===== config.mk =====
export PLATFORM = sky130hd
export DESIGN_NAME = mch_cell
export DESIGN_NICKNAME = d
export VERILOG_FILES = /design/src/design/masked_context_hash_defines.svh /design/src/design/mch_pkg.sv /design/src/design/mch_cell.sv
export SDC_FILE = /design/constraint.sdc
export NUM_CORES = 1
export LEC_CHECK = 0
export BUFFER_PORTS_ARGS = -buffer_cell sky130_fd_sc_hd__buf_2
export CORE_MARGIN = 1.5
export CORE_UTILIZATION = 64
export DETAILED_ROUTE_END_ITERATION = 10
export PLACE_DENSITY_LB_ADDON = 0.25
export SETUP_SLACK_MARGIN = 0.3
export SLEW_MARGIN = 20
export SYNTH_ARGS = -nofsm -noshare
export SYNTH_HDL_FRONTEND = slang
export SYNTH_SLANG_ARGS = --single-unit

===== constraint.sdc =====
create_clock -name clk -period 1 [get_ports clk]
set_clock_uncertainty 0.1 [all_clocks]
set_input_delay 0.05 -clock clk [delete_from_list [all_inputs] [get_ports clk]]
set_output_delay 0.05 -clock clk [all_outputs]
set_load 0.05 [all_outputs]

===== src/design/masked_context_hash_defines.svh =====
// Assertion macros used by the masked context hash top level.
`ifndef MASKED_CONTEXT_HASH_DEFINES_SVH
`define MASKED_CONTEXT_HASH_DEFINES_SVH

`ifndef ASSERT_OFF
`define MCH_ASSERT(label, clk, rst_n, prop) \
	label: assert property (@(posedge clk) disable iff (!rst_n) prop) \
		else $error("masked_context_hash assertion failed");
`define MCH_ASSERT_NEXT(label, clk, rst_n, ante, cons) \
	label: assert property (@(posedge clk) disable iff (!rst_n) (ante) |=> (cons)) \
		else $error("masked_context_hash assertion failed");
`else
`define MCH_ASSERT(label, clk, rst_n, prop)
`define MCH_ASSERT_NEXT(label, clk, rst_n, ante, cons)
`endif

`endif


===== src/design/mch_pkg.sv =====
// Types and constants of the masked context hash.
`timescale 1ns / 1ps

package mch_pkg;

	localparam logic [31:0] HASH_MULT = 32'h0000_006f;
	localparam logic [31:0] HIGH_MASK = 32'hffff_ff00;
	localparam int unsigned ROT_BITS = 9;
	localparam int unsigned NUM_CELLS = 9;
	// One head stage, one stage per cell and the output stage.
	localparam int unsigned LATENCY = NUM_CELLS + 2;

	typedef enum logic [1:0] {
		MODE_ADD = 2'd0,
		MODE_MUL = 2'd1,
		MODE_ROT = 2'd2
	} mode_t;

	// Request travelling down the cell chain. Element 0 of vals is the next
	// value to be mixed in; en marks which of them take part.
	typedef struct packed {
		logic                  valid;
		logic [31:0]           h;
		logic [NUM_CELLS-1:0]  en;
		logic [NUM_CELLS-1:0][7:0] vals;
	} tok_t;

endpackage


===== src/design/mch_cell.sv =====
// One round cell of the hash chain: mixes one byte into the running hash if it is enabled.
`timescale 1ns / 1ps

module mch_cell (
	input  logic          clk,
	input  logic          arst_n,
	input  logic [1:0]    mode,
	input  mch_pkg::tok_t tok_in,
	output mch_pkg::tok_t tok_out
);

	logic [31:0] v;
	logic [31:0] add_prod;
	logic [31:0] xin;
	logic [31:0] frot;
	logic [31:0] fmul;
	logic [31:0] fsel;
	logic [31:0] zsum;
	logic [31:0] h_next;
	logic        valid_q;
	logic [31:0] h_q;
	logic [mch_pkg::NUM_CELLS-1:0] en_q;
	logic [mch_pkg::NUM_CELLS-1:0][7:0] vals_q;

	assign v = {24'd0, tok_in.vals[0]};

	always_comb begin
		add_prod = (tok_in.h + v) * mch_pkg::HASH_MULT;
		xin = {tok_in.h[31:8], tok_in.h[7:0] ^ tok_in.vals[0]};
		fmul = xin * mch_pkg::HASH_MULT;
		frot = {xin[31-mch_pkg::ROT_BITS:0], xin[31:32-mch_pkg::ROT_BITS]};
		fsel = (mode == mch_pkg::MODE_ROT) ? frot : fmul;
		zsum = {fsel[31:8], fsel[7:0] + tok_in.vals[0]};
		if (!tok_in.en[0]) begin
			h_next = tok_in.h;
		end else begin
			case (mode)
				mch_pkg::MODE_ADD: h_next = add_prod ^ v;
				default:           h_next = zsum - 32'd1;
			endcase
		end
	end

	always_ff @(posedge clk or negedge arst_n) begin
		if (!arst_n) begin
			valid_q <= 1'b0;
		end else begin
			valid_q <= tok_in.valid;
		end
	end

	// The consumed value drops off and the rest move one place down.
	always_ff @(posedge clk) begin
		h_q <= h_next;
		en_q <= tok_in.en >> 1;
		vals_q <= tok_in.vals >> 8;
	end

	assign tok_out = '{valid: valid_q, h: h_q, en: en_q, vals: vals_q};

endmodule


==> run metrics, run 1 <==
Post-synth EDFFs=0; Placed Instances=2502; sequential area share after synthesis=0.1463; Synth top area share=0.2822; CTS Hold Bufs=74; IO buf count=222; Mean Syn Cell Area=9.050 um2; Stopped at=clock tree synthesis; cell count after synthesis=1591; Die Width=153.0 um; setup bufs post-CTS=35; #FFs+latches synth=105; io pins=232; Inserted Clock Buffers=9; top cell type by total area after synthesis=fa_1; H-tree levels=3; dpl cell area=19800 um2; clock sinks=105; clock buffer depth=2; top-count cell post-synth=inv_1; Async SR Flop Fraction=0.009524; Post-CTS Resized=574; synth cell count leaders=301 x inv_1, 203 x fa_1, 139 x ha_1, 104 x dfxtp_1, 101 x xnor2_1; Run Error=[ERROR DPL-0038] Utilization greater than 100%, impossible to legalize; die height=153.0 um; GP Congestion=0.9960; dominant synthesized flop cell=dfxtp_1; post-synthesis cell type count=84; num rows=54; DP HPWL=47270 um; status=did not finish; Initial Utilization=0.6557; CTS root buf=clkbuf_16; Yosys warnings=0; ranking of synthesized cells by area=fa_1 28%, dfxtp_1 14%, ha_1 12%; post-synthesis cell area=14400 um2
-- cell families after synthesis --
kind of cell    share of synthesized area
xor+xnor                          0.08759
simple gates                       0.1071
other cells                     0.0002604
buf+inv                           0.09689
fa+ha+maj                          0.4037
mux                              0.008951
flops                              0.1463
compound gates                     0.1491
-- stage by stage --
| step | hold WS [ps] | setup WS [ps] |
|---|---|---|
| floorplan | -345.6 | -4984 |
| global placement | -276.1 | -5249 |
| detailed placement | -270.5 | -5576 |
==> inputs of run 2 (changes only) <==
CORE_UTILIZATION = 40   (was 64)
PLACE_DENSITY_LB_ADDON = 0.15   (was 0.25)
SETUP_SLACK_MARGIN = default   (was 0.3)
==> run metrics, run 2 <==
RSZ-0062 raised after global routing=true; worst-margin pin slew=635.2 ps; M3 GR Usage=0.02819; post-synthesis cell type count=84; xor/xnor share of the synthesized area=0.08759; Final #Nets=2840; GRT met1 Usage=0.3357; most common cell after layout, fill and taps aside=buf_4; first-pass GRT wire length=80760 um; num rows=69; most frequent cells in the layout=463 x buf_4, 273 x inv_1, 191 x fa_1; post-detailed-route count of antenna-violating nets=0; critical path class=primary input to flop; largest net degree at the start of global routing=31; clock sinks=105; vias in the first global route=15170; dominant synthesized flop cell=dfxtp_1; busiest grt layer=met2; routed vias/inst=5.075; crit end category=flop; layout cells sized above 1=0.4906; sequential area share after synthesis=0.1463; top-count cell post-synth=inv_1; Vias=14450; WL per Instance=19.40 um; Worst path slowest cell=fa_1; io pins=232; Synth top area share=0.2822; fin crit share=5.999; DRC errors left=0; hold slack=15.62 ps; Buf/Inv on CP=7; most used cell, CP=fa_1; HP Class=primary input to flop; critical path peak fanout=4; DP HPWL=41230 um; DR iter-0 viols=745; worst setup margin=-4999 ps; delay-heaviest family, CP=adder cells; ranking of synthesized cells by area=fa_1 28%, dfxtp_1 14%, ha_1 12%; Mean Syn Cell Area=9.050 um2; final hold vios=0; 1st-pass router iterations=5; antenna violations before repair=1; non-filler cells, final=2847; violated checks=setup timing; Initial Utilization=0.4058; max_cap viols=0; CORE AREA=35480 um2; # setup viols final=124; global route total overflow=0; setup TNS=-130720 ps; synth cell count leaders=301 x inv_1, 203 x fa_1, 139 x ha_1, 104 x dfxtp_1, 101 x xnor2_1; slew margin rel.=0.5721; die area=37140 um2; top cell type by total area after synthesis=fa_1; clock buffer depth=2; adder-cell share of the synthesized area=0.4037; Synth Area in Simple Gates=0.1071; Inserted Clock Buffers=9; GRT met2 Usage=0.5223; Tot GR Track Use=0.2873; mux cell area share after synthesis=0.008950; max reg flops=64; CP Launch Type=primary input; Worst EP required=1180 ps; #FFs+latches synth=105; post-synthesis cell area=14400 um2; Placed Instances=2698; largest family of logic cells by synthesized area=adder cells; routed wire length=55240 um; Critical Path AT=6180 ps; Period minus WS final=5999 ps; Yosys warnings=0; status=finished with violations; IO buf count=222; Final Max Slew Viols=0; Die Width=192.7 um; area added between synthesis and finish=69.61%; GP Congestion=0.9793; CTS root buf=clkbuf_16; worst stage delay on the critical path=540 ps; die height=192.7 um; CTS clk-pin slew, worst paths=90 ps; H-tree levels=3; CTS tree=done; Fmax=166.7 MHz; Async SR Flop Fraction=0.009524; post-synthesis compound-gate area fraction=0.1491; cell count after synthesis=1591; Post-synth EDFFs=0
-- run 2: cell counts after synthesis --
Identical to the previous run, type by type.
-- run 2: cell families after synthesis --
family	after synthesis
AOI/OAI and AO/OA	319
xor gates and xnor gates	144
adders and majority gates	343
buffers and inverters	357
DFF	105
muxes	12
other	1
and+or+nand+nor	310
-- run 2: repair_timing --
item                                   in CTS  in global routing
endpoints found under the hold margin      82                  1
setup endpoints to repair                 137                137
pin swaps                                 125                 73
cloned                                      0                  0
buffers inserted                           33                 21
resized for setup                         577                154
hold buffers                               82                  1
-- run 2: final cells by class --
class	count	area, um2
Fill cell	2627	11060
Antenna cell	1	2.502
Tap cell	461	576.8
Clock inverter	7	91.34
Inverter	303	1145
Sequential cell	105	2236
Multi-Input combinational cell	1137	12930
Clock buffer	9	225.2
Timing Repair Buffer	824	7218
-- run 2: through the flow --
stage / utilization / setup WS, ps / instance area [um2]
final: 0.6883 / -4999 / 24420
after global routing: 0.6883 / -5170 / 24420
after CTS: 0.6635 / -4819 / 23540
after detailed placement: 0.5658 / -5553 / 20080
after global placement: 0.5658 / -5374 / 20080
after floorplan: - / -4984 / 15110
-- run 2: layer usage --
metal	part of all wire	vias up
met3	0.045	121
met1	0.39	7054
met5	0	-
met4	0.051	0
li1	-	6810
met2	0.51	464
-- run 2: worst paths after layout --
check | start | endpoint | slack (ps) | depth (start not counted)
min in group asynchronous | arst_n | valid_q$_DFF_PN0_ | 390 | 3
max in group asynchronous | arst_n | valid_q$_DFF_PN0_ | 300 | 3
min | tok_in[109] | h_q[28]$_DFF_P_ | 20 | 3
max | tok_in[81] | h_q[27]$_DFF_P_ | -5000 | 31
Power of run 2 is not shown: default switching activity piles up to over one toggle a cycle in this logic, so the estimate is an artifact.
