--- src/design/masked_context_hash_defines.svh ---
// Assertion macros used by the masked context hash top level.
`ifndef MASKED_CONTEXT_HASH_DEFINES_SVH
`define MASKED_CONTEXT_HASH_DEFINES_SVH

`ifndef ASSERT_OFF
`define MCH_ASSERT(label, clk, rst_n, prop) \
	label: assert property (@(posedge clk) disable iff (!rst_n) prop) \
		else $error("masked_context_hash assertion failed");
`define MCH_ASSERT_NEXT(label, clk, rst_n, ante, cons) \
	label: assert property (@(posedge clk) disable iff (!rst_n) (ante) |=> (cons)) \
		else $error("masked_context_hash assertion failed");
`else
`define MCH_ASSERT(label, clk, rst_n, prop)
`define MCH_ASSERT_NEXT(label, clk, rst_n, ante, cons)
`endif

`endif

--- src/design/mch_pkg.sv ---
// Types and constants of the masked context hash.
`timescale 1ns / 1ps

package mch_pkg;

	localparam logic [31:0] HASH_MULT = 32'h0000_006f;
	localparam logic [31:0] HIGH_MASK = 32'hffff_ff00;
	localparam int unsigned ROT_BITS = 9;
	localparam int unsigned NUM_CELLS = 9;
	// One head stage, one stage per cell and the output stage.
	localparam int unsigned LATENCY = NUM_CELLS + 2;

	typedef enum logic [1:0] {
		MODE_ADD = 2'd0,
		MODE_MUL = 2'd1,
		MODE_ROT = 2'd2
	} mode_t;

	// Request travelling down the cell chain. Element 0 of vals is the next
	// value to be mixed in; en marks which of them take part.
	typedef struct packed {
		logic                  valid;
		logic [31:0]           h;
		logic [NUM_CELLS-1:0]  en;
		logic [NUM_CELLS-1:0][7:0] vals;
	} tok_t;

endpackage

--- src/design/mch_mix.sv ---
// Final shift-xor mix of the additive hash and the result register.
`timescale 1ns / 1ps

module mch_mix (
	input  logic          clk,
	input  logic          arst_n,
	input  logic [1:0]    mode,
	input  mch_pkg::tok_t tok_in,
	output logic          done,
	output logic [31:0]   hash_value
);

	logic [31:0] m1;
	logic [31:0] m2;
	logic        done_q;
	logic [31:0] hash_q;

	always_comb begin
		m1 = tok_in.h ^ (tok_in.h >> 20) ^ (tok_in.h >> 12);
		m2 = m1 ^ (m1 >> 7) ^ (m1 >> 4);
	end

	always_ff @(posedge clk or negedge arst_n) begin
		if (!arst_n) begin
			done_q <= 1'b0;
		end else begin
			done_q <= tok_in.valid;
		end
	end

	always_ff @(posedge clk) begin
		hash_q <= (mode == mch_pkg::MODE_ADD) ? m2 : tok_in.h;
	end

	assign done = done_q;
	assign hash_value = hash_q;

endmodule

--- config.mk ---
export PLATFORM = sky130hd
export DESIGN_NAME = mch_mix
export DESIGN_NICKNAME = d
export VERILOG_FILES = /design/src/design/masked_context_hash_defines.svh /design/src/design/mch_pkg.sv /design/src/design/mch_mix.sv
export SDC_FILE = /design/constraint.sdc
export NUM_CORES = 1
export LEC_CHECK = 0
export BUFFER_PORTS_ARGS = -buffer_cell sky130_fd_sc_hd__buf_2
export CAP_MARGIN = 20
export CORE_ASPECT_RATIO = 0.6
export CORE_MARGIN = 1
export CORE_UTILIZATION = 35
export DETAILED_ROUTE_END_ITERATION = 16
export GPL_TIMING_DRIVEN = 0
export PLACE_DENSITY = 0.81
export SKIP_CTS_REPAIR_TIMING = 1
export SLEW_MARGIN = 20
export SYNTH_ARGS = -nofsm -noshare
export SYNTH_HDL_FRONTEND = slang
export SYNTH_SLANG_ARGS = --single-unit
--- constraint.sdc ---
create_clock -name clk -period 0.8 [get_ports clk]
set_input_delay 0.24 -clock clk [delete_from_list [all_inputs] [get_ports clk]]
set_output_delay 0.24 -clock clk [all_outputs]
set_load 0.01 [all_outputs]
# Word level (Yosys, flattened, before mapping)
# Cells that the tools add are included.
# word_totals
register_bits	33
in_bits	118
output_inout_bits	33
# classes
n_mux	1
bitwise	4
n_reduce_logical	1
# ops
operator	n
32-bit 2-to-1 mux	1
32-bit by 12-bit bitwise XOR with 32-bit output	1
32-bit by 20-bit bitwise XOR with 32-bit output	1
32-bit by 25-bit bitwise XOR with 32-bit output	1
32-bit by 28-bit bitwise XOR with 32-bit output	1
2-bit logical NOT	1

# Longest topological paths before layout
# logic_depth
word_depth	5
ltp_mapped	5
mapped_depth_nobuf	4

# Worst setup path after synthesis
# OpenSTA, ideal clock, no wires.
# synth_path
kind	input port to flip-flop
startpoint	in tok_in[111] (netlist name)
endpoint	reg hash_q[3], in the netlist hash_value[3]
setup_time_ns	0.072
arrival_time_ns	1.336
required_ns	0.728
setup_slack_ns	-0.607
path_stages	5
n_path_buf	1
cell_sequence	buf_4 > xnor3_1 > xnor2_1 > mux2i_1 > xor2_1
# synth_between
elab_chain_cells	5
# synth_lines
element	line_no	source
start, declared	mch_mix.sv:8	input mch_pkg::tok_t tok_in,
32-bit by 12-bit bitwise XOR with 32-bit output	mch_mix.sv:19	m1 = tok_in.h ^ (tok_in.h >> 20) ^ (tok_in.h >> 12);
32-bit by 20-bit bitwise XOR with 32-bit output	mch_mix.sv:19	
32-bit by 25-bit bitwise XOR with 32-bit output	mch_mix.sv:20	m2 = m1 ^ (m1 >> 7) ^ (m1 >> 4);
32-bit by 28-bit bitwise XOR with 32-bit output	mch_mix.sv:20	
32-bit 2-to-1 mux	mch_mix.sv:32	hash_q <= (mode == mch_pkg::MODE_ADD) ? m2 : tok_in.h;
end signal, assigned	mch_mix.sv:32	
end, declared	mch_mix.sv:16	logic [31:0] hash_q;
# No other way between the ends.

# Final worst setup path
# layout_path
startpoint	in tok_in[111] (netlist name)
endpoint	reg hash_q[10], in the netlist hash_value[10]
# Same word-level chain as after synthesis.

==> impl_metrics.csv <==
group,metric,value,unit
status,status,"complete, but fails checks",
status,violations,"design-rule violations, negative setup slack",
global_route,gr-total-overflow,0,
placement,io_buffers,59,
floorplanning,core_area,5200,µm²
worst_setup_path,required,1.02,ns
floorplanning,die_width,98.4,µm
global_route,met1_usage,20.7,%
sta,setup_viol,59,
worst_setup_path,startpoint,"tok_in[111]",
synthesis,post-synth-top-area-fraction,32.8,%
cells_and_area,nets,360,
worst_setup_path,cp-end-kind,"flop",
floorplanning,pin_count,151,
sta,setup_ws,-0.338,ns
hold_path,hold_depth,1,
cells_and_area,final_util,61.3,%
sta,relSlewSlack,86.5,%
worst_setup_path,cp_max_fo,5,
cts,htreeDepth,2,
worst_setup_path,critPathKind,"input pin to flop",
routing,vias,1314,
cts,cts.sinks,33,
synthesis,synth_nets,278,
global_route,grtUsageMet3,4.91,%
global_route,grt_pass1_wl,6270,µm
worst_setup_path,critical_path.endpoint,"hash_value[10]$_DFF_P_",
routing,drt_iter0_markers,39,
placement,place_area,2620,µm²
synthesis,yosysUniqueCellTypes,21,
synthesis,yosys.area.top_type,"dfxtp_1",
cts,cts_tree,"done",
cts,cts_root_buffer,"clkbuf_8",
placement,place_congestion,0.732,
synthesis,synth_ff_type,"dfxtp_1",
sta,setup_tns,-9.37,ns
synthesis,synth.most_common_cell,"xnor2_1",
cells_and_area,layout-drive-gt1-share,60.9,%
global_route,grt_max_degree,11,
synthesis,yosysSeqAreaShare,34.1,%
worst_setup_path,startpoint_type,"input pin",
worst_setup_path,arrival,1.35,ns
global_route,antenna_found_initial,0,
power,vdd_drop_max,0.000836,V
hold_path,hold_class,"input pin to flop",
cells_and_area,n_antenna_cell,0,
synthesis,ys_top_cells_by_area,"dfxtp_1, xnor3_1, xnor2_1, xor2_1, nand2_1",
routing,ant_nets,0,
run,maxCapViolCount,0,
floorplanning,start_util,37.5,%
sta,fin_crit_sh,142,%
routing,routed_wl,4270,µm
sta,grt_setup_unrepaired,"yes",
cts,cts.clk_slew.worst_paths,0.07,ns
synthesis,ys_warn_count,0,
synthesis,syn_inst,160,
synthesis,synthTopCellsByCount,"xnor2_1, dfxtp_1, xor2_1",
sta,clock.fmax,879,MHz
sta,drv_slew,0,
global_route,grt_usage,14.7,%
synthesis,synth_area_per_cell,12.2,µm²
global_route,grt_pass1_vias,1244,
floorplanning,die_area,5890,µm²
sta,post-route-min-period,1.14,ns
synthesis,ys_async_sr_fraction,3.03,%
synthesis,ys_ff_latch,33,
routing,drc,6,
synthesis,netlist_area,1950,µm²
cts,cts_buffer_depth,2,
cts,numCtsBuffers,5,
routing,vias_per_cell,4.25,
cells_and_area,syn2layout_area_growth,63.3,%
power,p_leak,1.50,nW
global_route,grt-busiest-layer,"met2",
sta,final_hold_viol_count,0,
global_route,grtUsageMet2,21.7,%
power,power-per-cell-area,1760,nW/µm²
sta,worst_slew_pin_slew,0.196,ns
synthesis,synth_edf_count,0,
routing,drt_pre_antenna_iters,10,
hold_path,hold_start,"tok_in[111]",
routing,wl_per_cell,13.8,µm
floorplanning,rows,20,
placement,dp.final_hpwl,3180,µm
cells_and_area,final_area,3190,µm²
floorplanning,die_h,59.9,µm
==> worst min-delay path by stage <==
stage / end / slack, ns
2_1_floorplan: done$_DFF_PN0_ / -0.06
3_3_place_gp: done$_DFF_PN0_ / 0.01
3_5_place_dp: done$_DFF_PN0_ / 0.02
4_1_cts: done$_DFF_PN0_ / -0.30
5_1_grt: hash_value[30]$_DFF_P_ / 0.04
6_report: hash_value[30]$_DFF_P_ / 0.05
==> layout make-up <==
type	instances	area, µm²
clock inverters	1	30.0
plain buffers	16	264
multi-input cells	111	1480
well taps	66	82.6
clock buffers	7	86.3
fillers	430	2020
repair buffers	75	567
flip-flops and latches	33	678
==> power by group <==
| group | total [mW] | leakage, nW | internal [mW] | switching (mW) |
|---|---|---|---|---|
| Sequential | 1.92 | 0.282 | 1.86 | 0.0553 |
| Clock | 1.64 | 0.0585 | 1.02 | 0.620 |
| Combinational | 2.05 | 1.16 | 1.23 | 0.819 |
==> layout by cell type (no fill, tap or decap), types with 7 or more instances in the layout <==
cell     netlist  routed
xnor3_1       14      13
dfxtp_2        0      10
buf_6          7      22
xnor2_4        0       7
buf_8          0      10
nand2_2        0       7
dfxtp_1       32      22
buf_4          4      14
nand2_1       22      14
xnor2_1       33      23
buf_2          2      37
xor2_1        23      15
==> per-stage QoR <==
step | hold slack (ns) | setup slack [ns] | cells | total power [mW]
after floorplan | -0.0556 | -0.515 | 160 | 3.23
after global placement | 0.0144 | -0.692 | 285 | 3.66
after detailed placement | 0.0158 | -0.710 | 285 | 3.68
after CTS | -0.297 | -0.416 | 293 | 5.35
after global routing | 0.0409 | -0.405 | 309 | 5.92
final | 0.0533 | -0.338 | 309 | 5.61
==> worst max-delay path, stage by stage <==
cell and delay, ns:
buf_6 0.10, buf_8 0.12, xor2_4 0.15, xnor3_1 0.37, nor3_4 0.21, xor2_1 0.16
==> cell families (layout without fill, tap and decap cells) <==
| family | count (synthesis) | count (layout) | share of synthesized area (%) |
|---|---|---|---|
| buffers and inverters | 16 | 99 | 6.73 |
| muxes | 2 | 2 | 1.03 |
| and+or+nand+nor | 29 | 29 | 6.53 |
| DFF | 33 | 33 | 34.1 |
| xor gates and xnor gates | 80 | 80 | 51.6 |
==> per-layer routing <==
layer,wire length (µm),share of wire (%)
met3,283,6.6
met4,36,0.84
met2,1890,44
met1,2060,48
met5,0,0
==> state kept, by name (all words and copies together) (netlist names) <==
name and count:
done 1, hash_value 32
Power figures use the tool's default switching activity.
